`src/rtl/core/tmcw_pkg.sv`:
```
// Shared types and constants for the text-mode console writer.
// Used by tmcw_ctrl, tmcw_dpath and text_mode_console_writer_top; no dependencies.
package tmcw_pkg;

   // command function codes carried in the request
   localparam logic [2:0] FUNC_PUT    = 3'd0;
   localparam logic [2:0] FUNC_CLEAR  = 3'd1;
   localparam logic [2:0] FUNC_SETCUR = 3'd2;
   localparam logic [2:0] FUNC_BLANK  = 3'd3;
   localparam logic [2:0] FUNC_READ   = 3'd4;

   localparam logic [7:0]  SPACE_CHAR   = 8'h20;
   localparam logic [7:0]  NEWLINE_CHAR = 8'h0A;
   localparam logic [7:0]  RESET_ATTR   = 8'h07;
   localparam logic [15:0] RESET_CELL   = 16'h0720;

   localparam int REQ_DATA_W = 24;
   localparam int RSP_DATA_W = 32;

   typedef enum logic [2:0] {
      ST_INIT,
      ST_IDLE,
      ST_EXEC,
      ST_SCROLL_RD,
      ST_SCROLL_WR,
      ST_FILL_ROW,
      ST_FILL_ALL,
      ST_RESP
   } state_type;

   typedef enum logic [3:0] {
      OP_NONE,
      OP_CAPTURE,
      OP_PUT,
      OP_CLEAR_START,
      OP_SETCUR,
      OP_BLANK_START,
      OP_READ,
      OP_SCROLL_RD,
      OP_SCROLL_WR,
      OP_FILL,
      OP_RESPOND
   } dp_op_type;

   typedef struct packed {
      dp_op_type op;
      logic      fill_init;   // fill with the reset cell instead of attribute spaces
   } dp_cmd_type;

   typedef struct packed {
      logic [2:0] func;
      logic       put_scrolls;
      logic       sw_col_last;
      logic       sw_row_last;
      logic       scroll_src_last;
      logic       rsp_free;
   } dp_status_type;

endpackage

```
`src/rtl/core/tmcw_ctrl.sv`:
```
// Sequencer for the text-mode console writer: decodes the captured command and
// steps the datapath through writes, sweeps and scrolls. Depends on tmcw_pkg.
module tmcw_ctrl (
   input  logic                    clock,
   input  logic                    reset,
   input  logic                    req_tvalid,
   output logic                    req_tready,
   input  tmcw_pkg::dp_status_type status,
   output tmcw_pkg::dp_cmd_type    cmd
);

   tmcw_pkg::state_type state_ff, state_in;

   always_ff @(posedge clock) begin
      if (reset) begin
         state_ff <= tmcw_pkg::ST_INIT;
      end else begin
         state_ff <= state_in;
      end
   end

   // next state
   always_comb begin
      state_in = state_ff;
      unique case (state_ff)
         tmcw_pkg::ST_INIT: begin
            if (status.sw_col_last && status.sw_row_last) state_in = tmcw_pkg::ST_IDLE;
         end
         tmcw_pkg::ST_IDLE: begin
            if (req_tvalid) state_in = tmcw_pkg::ST_EXEC;
         end
         tmcw_pkg::ST_EXEC: begin
            unique case (status.func)
               tmcw_pkg::FUNC_PUT: begin
                  state_in = status.put_scrolls ? tmcw_pkg::ST_SCROLL_RD : tmcw_pkg::ST_RESP;
               end
               tmcw_pkg::FUNC_CLEAR: state_in = tmcw_pkg::ST_FILL_ALL;
               tmcw_pkg::FUNC_BLANK: state_in = tmcw_pkg::ST_FILL_ROW;
               default:              state_in = tmcw_pkg::ST_RESP;
            endcase
         end
         tmcw_pkg::ST_SCROLL_RD: state_in = tmcw_pkg::ST_SCROLL_WR;
         tmcw_pkg::ST_SCROLL_WR: begin
            // last source row copied: bottom row gets blanked next
            if (status.sw_col_last && status.scroll_src_last) begin
               state_in = tmcw_pkg::ST_FILL_ROW;
            end else begin
               state_in = tmcw_pkg::ST_SCROLL_RD;
            end
         end
         tmcw_pkg::ST_FILL_ROW: begin
            if (status.sw_col_last) state_in = tmcw_pkg::ST_RESP;
         end
         tmcw_pkg::ST_FILL_ALL: begin
            if (status.sw_col_last && status.sw_row_last) state_in = tmcw_pkg::ST_RESP;
         end
         tmcw_pkg::ST_RESP: begin
            if (status.rsp_free) state_in = tmcw_pkg::ST_IDLE;
         end
         default: state_in = tmcw_pkg::ST_INIT;
      endcase
   end

   // datapath commands
   always_comb begin
      req_tready    = 1'b0;
      cmd.op        = tmcw_pkg::OP_NONE;
      cmd.fill_init = 1'b0;
      unique case (state_ff)
         tmcw_pkg::ST_INIT: begin
            cmd.op        = tmcw_pkg::OP_FILL;
            cmd.fill_init = 1'b1;
         end
         tmcw_pkg::ST_IDLE: begin
            req_tready = 1'b1;
            if (req_tvalid) cmd.op = tmcw_pkg::OP_CAPTURE;
         end
         tmcw_pkg::ST_EXEC: begin
            unique case (status.func)
               tmcw_pkg::FUNC_PUT:    cmd.op = tmcw_pkg::OP_PUT;
               tmcw_pkg::FUNC_CLEAR:  cmd.op = tmcw_pkg::OP_CLEAR_START;
               tmcw_pkg::FUNC_SETCUR: cmd.op = tmcw_pkg::OP_SETCUR;
               tmcw_pkg::FUNC_BLANK:  cmd.op = tmcw_pkg::OP_BLANK_START;
               tmcw_pkg::FUNC_READ:   cmd.op = tmcw_pkg::OP_READ;
               default:               cmd.op = tmcw_pkg::OP_NONE;
            endcase
         end
         tmcw_pkg::ST_SCROLL_RD: cmd.op = tmcw_pkg::OP_SCROLL_RD;
         tmcw_pkg::ST_SCROLL_WR: cmd.op = tmcw_pkg::OP_SCROLL_WR;
         tmcw_pkg::ST_FILL_ROW:  cmd.op = tmcw_pkg::OP_FILL;
         tmcw_pkg::ST_FILL_ALL:  cmd.op = tmcw_pkg::OP_FILL;
         tmcw_pkg::ST_RESP: begin
            if (status.rsp_free) cmd.op = tmcw_pkg::OP_RESPOND;
         end
         default: cmd.op = tmcw_pkg::OP_NONE;
      endcase
   end

endmodule

```
`config.mk`:
```
export PLATFORM = sky130hd
export DESIGN_NAME = tmcw_ctrl
export DESIGN_NICKNAME = d
export VERILOG_FILES = /design/src/rtl/core/tmcw_pkg.sv /design/src/rtl/core/tmcw_ctrl.sv
export SDC_FILE = /design/constraint.sdc
export NUM_CORES = 1
export LEC_CHECK = 0
export ABC_AREA = 1
export BUFFER_PORTS_ARGS = -buffer_cell sky130_fd_sc_hd__buf_4
export CORE_MARGIN = 1.5
export CORE_UTILIZATION = 30
export DETAILED_ROUTE_END_ITERATION = 7
export GPL_TIMING_DRIVEN = 0
export PLACE_DENSITY = 0.63
export SLEW_MARGIN = 20
export SYNTH_ARGS = -nofsm -noshare
export SYNTH_HDL_FRONTEND = slang
export SYNTH_SLANG_ARGS = --single-unit
```
`constraint.sdc`:
```
create_clock -name clock -period 2.1 [get_ports clock]
set_input_delay 0.315 -clock clock [delete_from_list [all_inputs] [get_ports clock]]
set_output_delay 0.315 -clock clock [all_outputs]
set_load 0.05 [all_outputs]
```
==> summary.md, run 1 <==
| Metric | Value |
|---|---|
| Outcome | completed |
| Final ANT Viol Nets | 0 |
| Worst-path clk slew | 0.04 ns |
| Final min period | 1.77 ns |
| Synth Warn # | 0 |
| Max incr delay on CP | 0.45 ns |
| Peak supply drop | 1070 µV |
| Setup crit end kind | primary output |
| Hold buffer count at cts | 0 |
| Slowest-stage cell, CP | dfxtp_1 |
| Final Hold Viols | 0 |
| Mapped Avg Cell Area | 5.85 µm² |
| Pleak | 0.299 nW |
| Global-route wire length before repair | 1660 µm |
| Post-Place Setup Slack | 0.608 ns |
| Post-cts sizing count | 0 |
| Startpoint types | register |
| Synth Area in Compound Gates | 0.110 |
| # clock sinks | 3 |
| Max-cap violations | 0 |
| Area Growth Syn to Fin | 41.2% |
| CTS Buf Count | 3 |
| Grt total ovfl | 0 |
| Worst Setup SP | state_ff[0] |
| Diodes inserted | 0 |
| Worst hold start | reset |
| Most frequent cells in the layout | nand2_1 (16), buf_4 (16), nor2_1 (8) |
| Post-synthesis xor/xnor area fraction | 0 |
| # setup viols final | 0 |
| Worst-Skew Late Latency | 0.24 ns |
| Vias/cell | 4.66 |
| Biggest regs | state_ff x3 |
| Worst-path fanout max | 6 |
| Pwr dens | 1870 nW/µm² |
| Clock skew | 0.00395 ns |
| FF-to-FF Start | state_ff[0] |
| Design Power | 0.00105 W |
| Hpwl dp | 741 µm |
| DRT Pass-1 Iters | 4 |
| Seq cells post-synth | 3 |
| Initial DRC Count | 13 |
| Final worst path period share | 0.841 |
| Hold_ws | 0.344 ns |
| H-tree level count | 1 |
| All-Layer GR Usage | 0.158 |
| Drt drc | 0 |
| Most frequent CP cell | nand2_1 |
| CTS root buffer | clkbuf_4 |
| Worst-path cell chain | inv_2 -> nand2_1 -> nor2_4 -> o21ai_1 -> nand2_1 -> a31oi_1 -> buf_4 |
| CTS tree | built |
| Synth Area in Adders | 0 |
| Slew @ Worst Pin | 0.250 ns |
| Max Fclk | 0.567 GHz |
| Routed vias | 475 |
| CP top delay family | flip-flops |
| Mux contribution to synthesized area | 0 |
| Max_slew headroom | 0.833 |
| Setup TNS | 0 ns |
| Seq/Total Area, Yosys | 0.151 |
| Final GP Congestion | 0.775 |
| RSZ-0062 raised after global routing | no |
| Max reg flops | 3 |
| DRT Wirelength | 949 µm |
| Vias in the first global route | 418 |
| Starting Density | 0.340 |
| Total die area | 1550 µm² |
| # IOs | 17 |
| Pin count of the biggest net entering global routing | 10 |
| Fraction of the mapped netlist area in simple logic gates | 0.616 |
| Crit path buf inv count | 2 |
| Clk buf depth | 2 |
| CP arrival | 1.45 ns |
| Post-Synthesis Cells | 68 |
| Antenna violations before repair | 0 |
| Fillers | 124 |
| Mapped cell area | 398 µm² |
| Main combinational cell family by area after synthesis | simple AND/OR/NAND/NOR gates |
| # nets final | 100 |
| Post CTS Setup Buffer Count | 0 |
| Req. time, crit path | 1.78 ns |
| Hold crit path type | primary input to register |
| Cell variety after synth | 20 |
| Syn Nets | 79 |
| Setup ws final | 0.335 ns |
| Die Ht | 39.4 µm |
| Core Box Area | 1170 µm² |
| Share of layout cells above drive strength 1 | 0.398 |
| Register name with the most flops | state_ff |
| Row count | 12 |
| Critical Setup Path Class | register to primary output |
| IO Port Bufs | 16 |
| Max-slew violations | 0 |
| Die width | 39.4 µm |
| Avg WL per Cell | 9.30 µm |
==> per-stage QoR <==
| stage | cells | utilization | area (µm²) |
|---|---|---|---|
| 6_report | 102 | 0.480 | 562 |
| 5_1_grt | 102 | 0.480 | 562 |
| 4_1_cts | 102 | 0.480 | 562 |
| 3_5_place_dp | 98 | 0.457 | 536 |
| 3_3_place_gp | 98 | 0.457 | 536 |
| 2_1_floorplan | 68 | - | 398 |
==> path summary, 6_finish.rpt <==
check	to	slack, ns	cells past startpoint
setup / recovery	cmd[1]	0.33	7
hold reg to reg	state_ff[1]	0.66	4
hold / removal	state_ff[0]	0.34	4
setup reg to reg	state_ff[1]	0.94	7
==> worst register-to-register path, delay by kind of cell, from the launching register on <==
family	cells	cell delay, ns
simple gates	6	0.55
flops	1	0.45
buf+inv	1	0.06
==> kinds of logic after synthesis <==
group                  count (synthesis)
AND/OR/NAND/NOR                       46
buffers and inverters                 11
AO/OA/AOI/OAI                          8
flip-flops                             3
==> where the power goes <==
group	switching, W	total [W]	leakage [nW]	internal (W)
clock	0.0000351	0.000107	0.0150	0.0000716
sequential	0.0000351	0.000120	0.0249	0.0000847
combinational	0.000555	0.000822	0.259	0.000267
==> metal layers <==
layer	routed length, µm	GRT usage	vias to the layer above
met5	0	0	-
met1	452	0.213	203
met2	419	0.234	14
li1	-	-	256
met4	16	0.0517	0
met3	60	0.0511	2
==> Yosys cell counts (all sizes together) <==
cell type,count,area (µm²)
nand3,8,52.6
a21oi,2,10.0
nand3b,1,7.51
o21ai,4,20.0
buf,1,11.3
nand2,23,109
nand4,1,6.26
o211ai,1,7.51
nor3,1,5.00
inv,10,37.5
a31oi,1,6.26
nor2,12,65.1
dfxtp,3,60.1
==> final cells by class <==
type,instances,area [µm²],share of cell area
well taps,14,17.5,0.0312
repair buffers,16,120,0.214
flip-flops and latches,3,60.1,0.107
multi-input cells,54,289,0.514
clock buffers,4,26.3,0.0468
plain buffers,1,11.3,0.0200
inverters,10,37.5,0.0668
Note: power is estimated with default switching activity, not from simulation.
==> run 2, diff against run 1 <==
==> constraint.sdc (replaced) <==
create_clock -name clock -period 1.7 [get_ports clock]
set_input_delay 0.255 -clock clock [delete_from_list [all_inputs] [get_ports clock]]
set_output_delay 0.255 -clock clock [all_outputs]
set_load 0.05 [all_outputs]
==> run 2 against run 1 <==
Net effect:
- non-clock buffer count did not move
- sequential share of layout area rose by 0.085 points
- register-to-register slack got worse by 0.36 ns
- critical path depth did not move
- count of clock-buffer cells in the layout did not move
- setup slack got worse by 0.26 ns
- wire length rose by 2.6%
- sequential cell count did not move
- via count fell by 1.5%
- clock power rose by 20%
- die area did not move
==> summary.md, run 2 (synthesized netlist as in run 1, its figures left out) <==
| Metric | Value |
|---|---|
| Area Growth Syn to Fin | 45.9% (was 41.2%) |
| Highest Signal Layer | met3 (was met4) |
| DRT Wirelength | 974 µm (was 949 µm) |
| Hold_ws | 0.276 ns (was 0.344 ns) |
| Max_slew headroom | 0.883 (was 0.833) |
| RSZ-0062 raised after global routing | no (unchanged) |
| Grt total ovfl | 0 (unchanged) |
| Drt drc | 0 (unchanged) |
| Clock skew | 0.00589 ns (was 0.00395 ns) |
| Critical Path End | cmd[1] (unchanged) |
| Most frequent cells in the layout | nand2_1 (15), buf_4 (14), nor2_1 (8) (was nand2_1 (16), buf_4 (16), nor2_1 (8)) |
| Fillers | 135 (was 124) |
| Starting Density | 0.340 (unchanged) |
| Worst-path clk slew | 0.04 ns (about the same) |
| Hpwl dp | 788 µm (was 741 µm) |
| Pleak | 0.303 nW (was 0.299 nW) |
| Final GP Congestion | 0.779 (was 0.775) |
| Diodes inserted | 0 (unchanged) |
| Max reg flops | 3 (unchanged) |
| Global-route wire length before repair | 1680 µm (was 1660 µm) |
| Outcome | completed (unchanged) |
| IO Port Bufs | 16 (unchanged) |
| Max-slew violations | 0 (unchanged) |
| Clk buf depth | 2 (unchanged) |
| Setup crit end kind | primary output (unchanged) |
| H-tree level count | 1 (unchanged) |
| All-Layer GR Usage | 0.159 (was 0.158) |
| Worst-Skew Late Latency | 0.24 ns (about the same) |
| Final Hold Viols | 0 (unchanged) |
| Antenna violations before repair | 0 (unchanged) |
| Final min period | 1.62 ns |
| Hold buffer count at cts | 0 (unchanged) |
| Register area | 62.6 µm² (was 60.1 µm²) |
| Routed wl met3 | 45 µm (was 60 µm) |
| Vias/cell | 4.59 (was 4.66) |
| Cell Count, Final, Fillers Out | 102 (unchanged) |
| Initial DRC Count | 8 (was 13) |
| Met1 WL | 507 µm (was 452 µm) |
| Placed Cells | 98 (unchanged) |
| Pin count of the biggest net entering global routing | 10 (unchanged) |
| Final ANT Viol Nets | 0 (unchanged) |
| Total die area | 1550 µm² (unchanged) |
| Req. time, crit path | 1.44 ns (was 1.78 ns) |
| Routed vias | 468 (was 475) |
| Slew @ Worst Pin | 0.175 ns (was 0.250 ns) |
| # setup viols final | 0 (unchanged) |
| # nets final | 100 (unchanged) |
| Vias in the first global route | 413 (was 418) |
| FF-to-FF Start | state_ff[2] (was state_ff[0]) |
| Worst Setup SP | state_ff[1] (was state_ff[0]) |
| Critical Setup Path Class | register to primary output (unchanged) |
| Post CTS Setup Buffer Count | 0 (unchanged) |
| # clock sinks | 3 (unchanged) |
| Avg WL per Cell | 9.55 µm (was 9.30 µm) |
| CTS Buf Count | 3 (unchanged) |
| Peak supply drop | 1140 µV (was 1070 µV) |
| FF-to-FF End | state_ff[1] (unchanged) |
| Final worst path period share | 0.954 |
| Row count | 12 (unchanged) |
| # IOs | 17 (unchanged) |
| Core Box Area | 1170 µm² (unchanged) |
| CTS root buffer | clkbuf_4 (unchanged) |
| Startpoint types | register (unchanged) |
| Max Fclk | 0.617 GHz |
| Register name with the most flops | state_ff (unchanged) |
| Die Ht | 39.4 µm (unchanged) |
| Max-cap violations | 0 (unchanged) |
| Met2 wire len | 421 µm (was 419 µm) |
| Flop-to-flop setup slack | 0.58 ns (was 0.94 ns) |
| Biggest regs | state_ff x3 (unchanged) |
| Area of the multi-input gates | 298 µm² (was 289 µm²) |
| Commonest non-fill, non-tap cell in the layout | nand2_1 |
| CP arrival | 1.37 ns (was 1.45 ns) |
| CTS tree | built (unchanged) |
| Share of layout cells above drive strength 1 | 0.443 (was 0.398) |
| Reg2Reg Depth | 8 (was 7) |
| DRT Pass-1 Iters | 4 (unchanged) |
| Die width | 39.4 µm (unchanged) |
| Pwr dens | 2320 nW/µm² (was 1870 nW/µm²) |
| Hold crit path type | primary input to register (unchanged) |
| Worst-path fanout max | 6 (unchanged) |
==> run 2: metrics by stage <==
stage | setup WS (ns) | setup TNS, ns | cell area, µm² | power (W) | util
global route | 0.0131 | 0 | 581 | 0.00145 | 0.496
global placement | 0.239 | 0 | 542 | 0.00118 | 0.463
CTS | 0.0345 | 0 | 571 | 0.00133 | 0.487
finish | 0.0785 | 0 | 581 | 0.00135 | 0.496
detailed placement | 0.228 | 0 | 542 | 0.00118 | 0.463
floorplan | -0.0109 | -0.0109 | 404 | 0.000949 | -
==> run 2: worst max-delay path, stage by stage (launching register included) <==
cell     delay (ns)
dfxtp_2        0.39
inv_2          0.07
nand2_2        0.12
nor2_4         0.05
nand2_2        0.09
nand2_1        0.07
a31oi_2        0.16
buf_6          0.18
==> run 2: how the worst min path moves through the flow <==
stage / start / to / cells past startpoint
CTS: reset / state_ff[0] / 4
detailed placement: reset / state_ff[0] / 4
finish: reset / state_ff[0] / 4
global placement: reset / state_ff[0] / 4
floorplan: reset / state_ff[2] / 3
global route: reset / state_ff[1] / 4
==> run 2: layout make-up <==
type,instances,share of cell area
Timing Repair Buffer,16,0.220
Buffer,1,0.0194
Multi-Input combinational cell,54,0.513
Clock buffer,4,0.0453
Inverter,10,0.0647
Sequential cell,3,0.108
Tap cell,14,0.0302
==> run 2: layer usage <==
metal	vias to the layer above	track usage
met3	0	0.0739
li1	257	-
met4	0	0.0172
met5	-	0
met2	11	0.238
met1	200	0.212
==> run 2: power breakdown <==
group | switching [W] | internal (W)
Combinational | 0.000708 | 0.000355
Sequential | 0.0000448 | 0.000109
Clock | 0.0000401 | 0.0000882
==> run 2: timing repair <==
item | 4_1_cts | 5_1_grt
resized for setup | 2 | 3
hold endpoints to repair | 0 | 0
endpoints found under the setup margin | 1 | 2
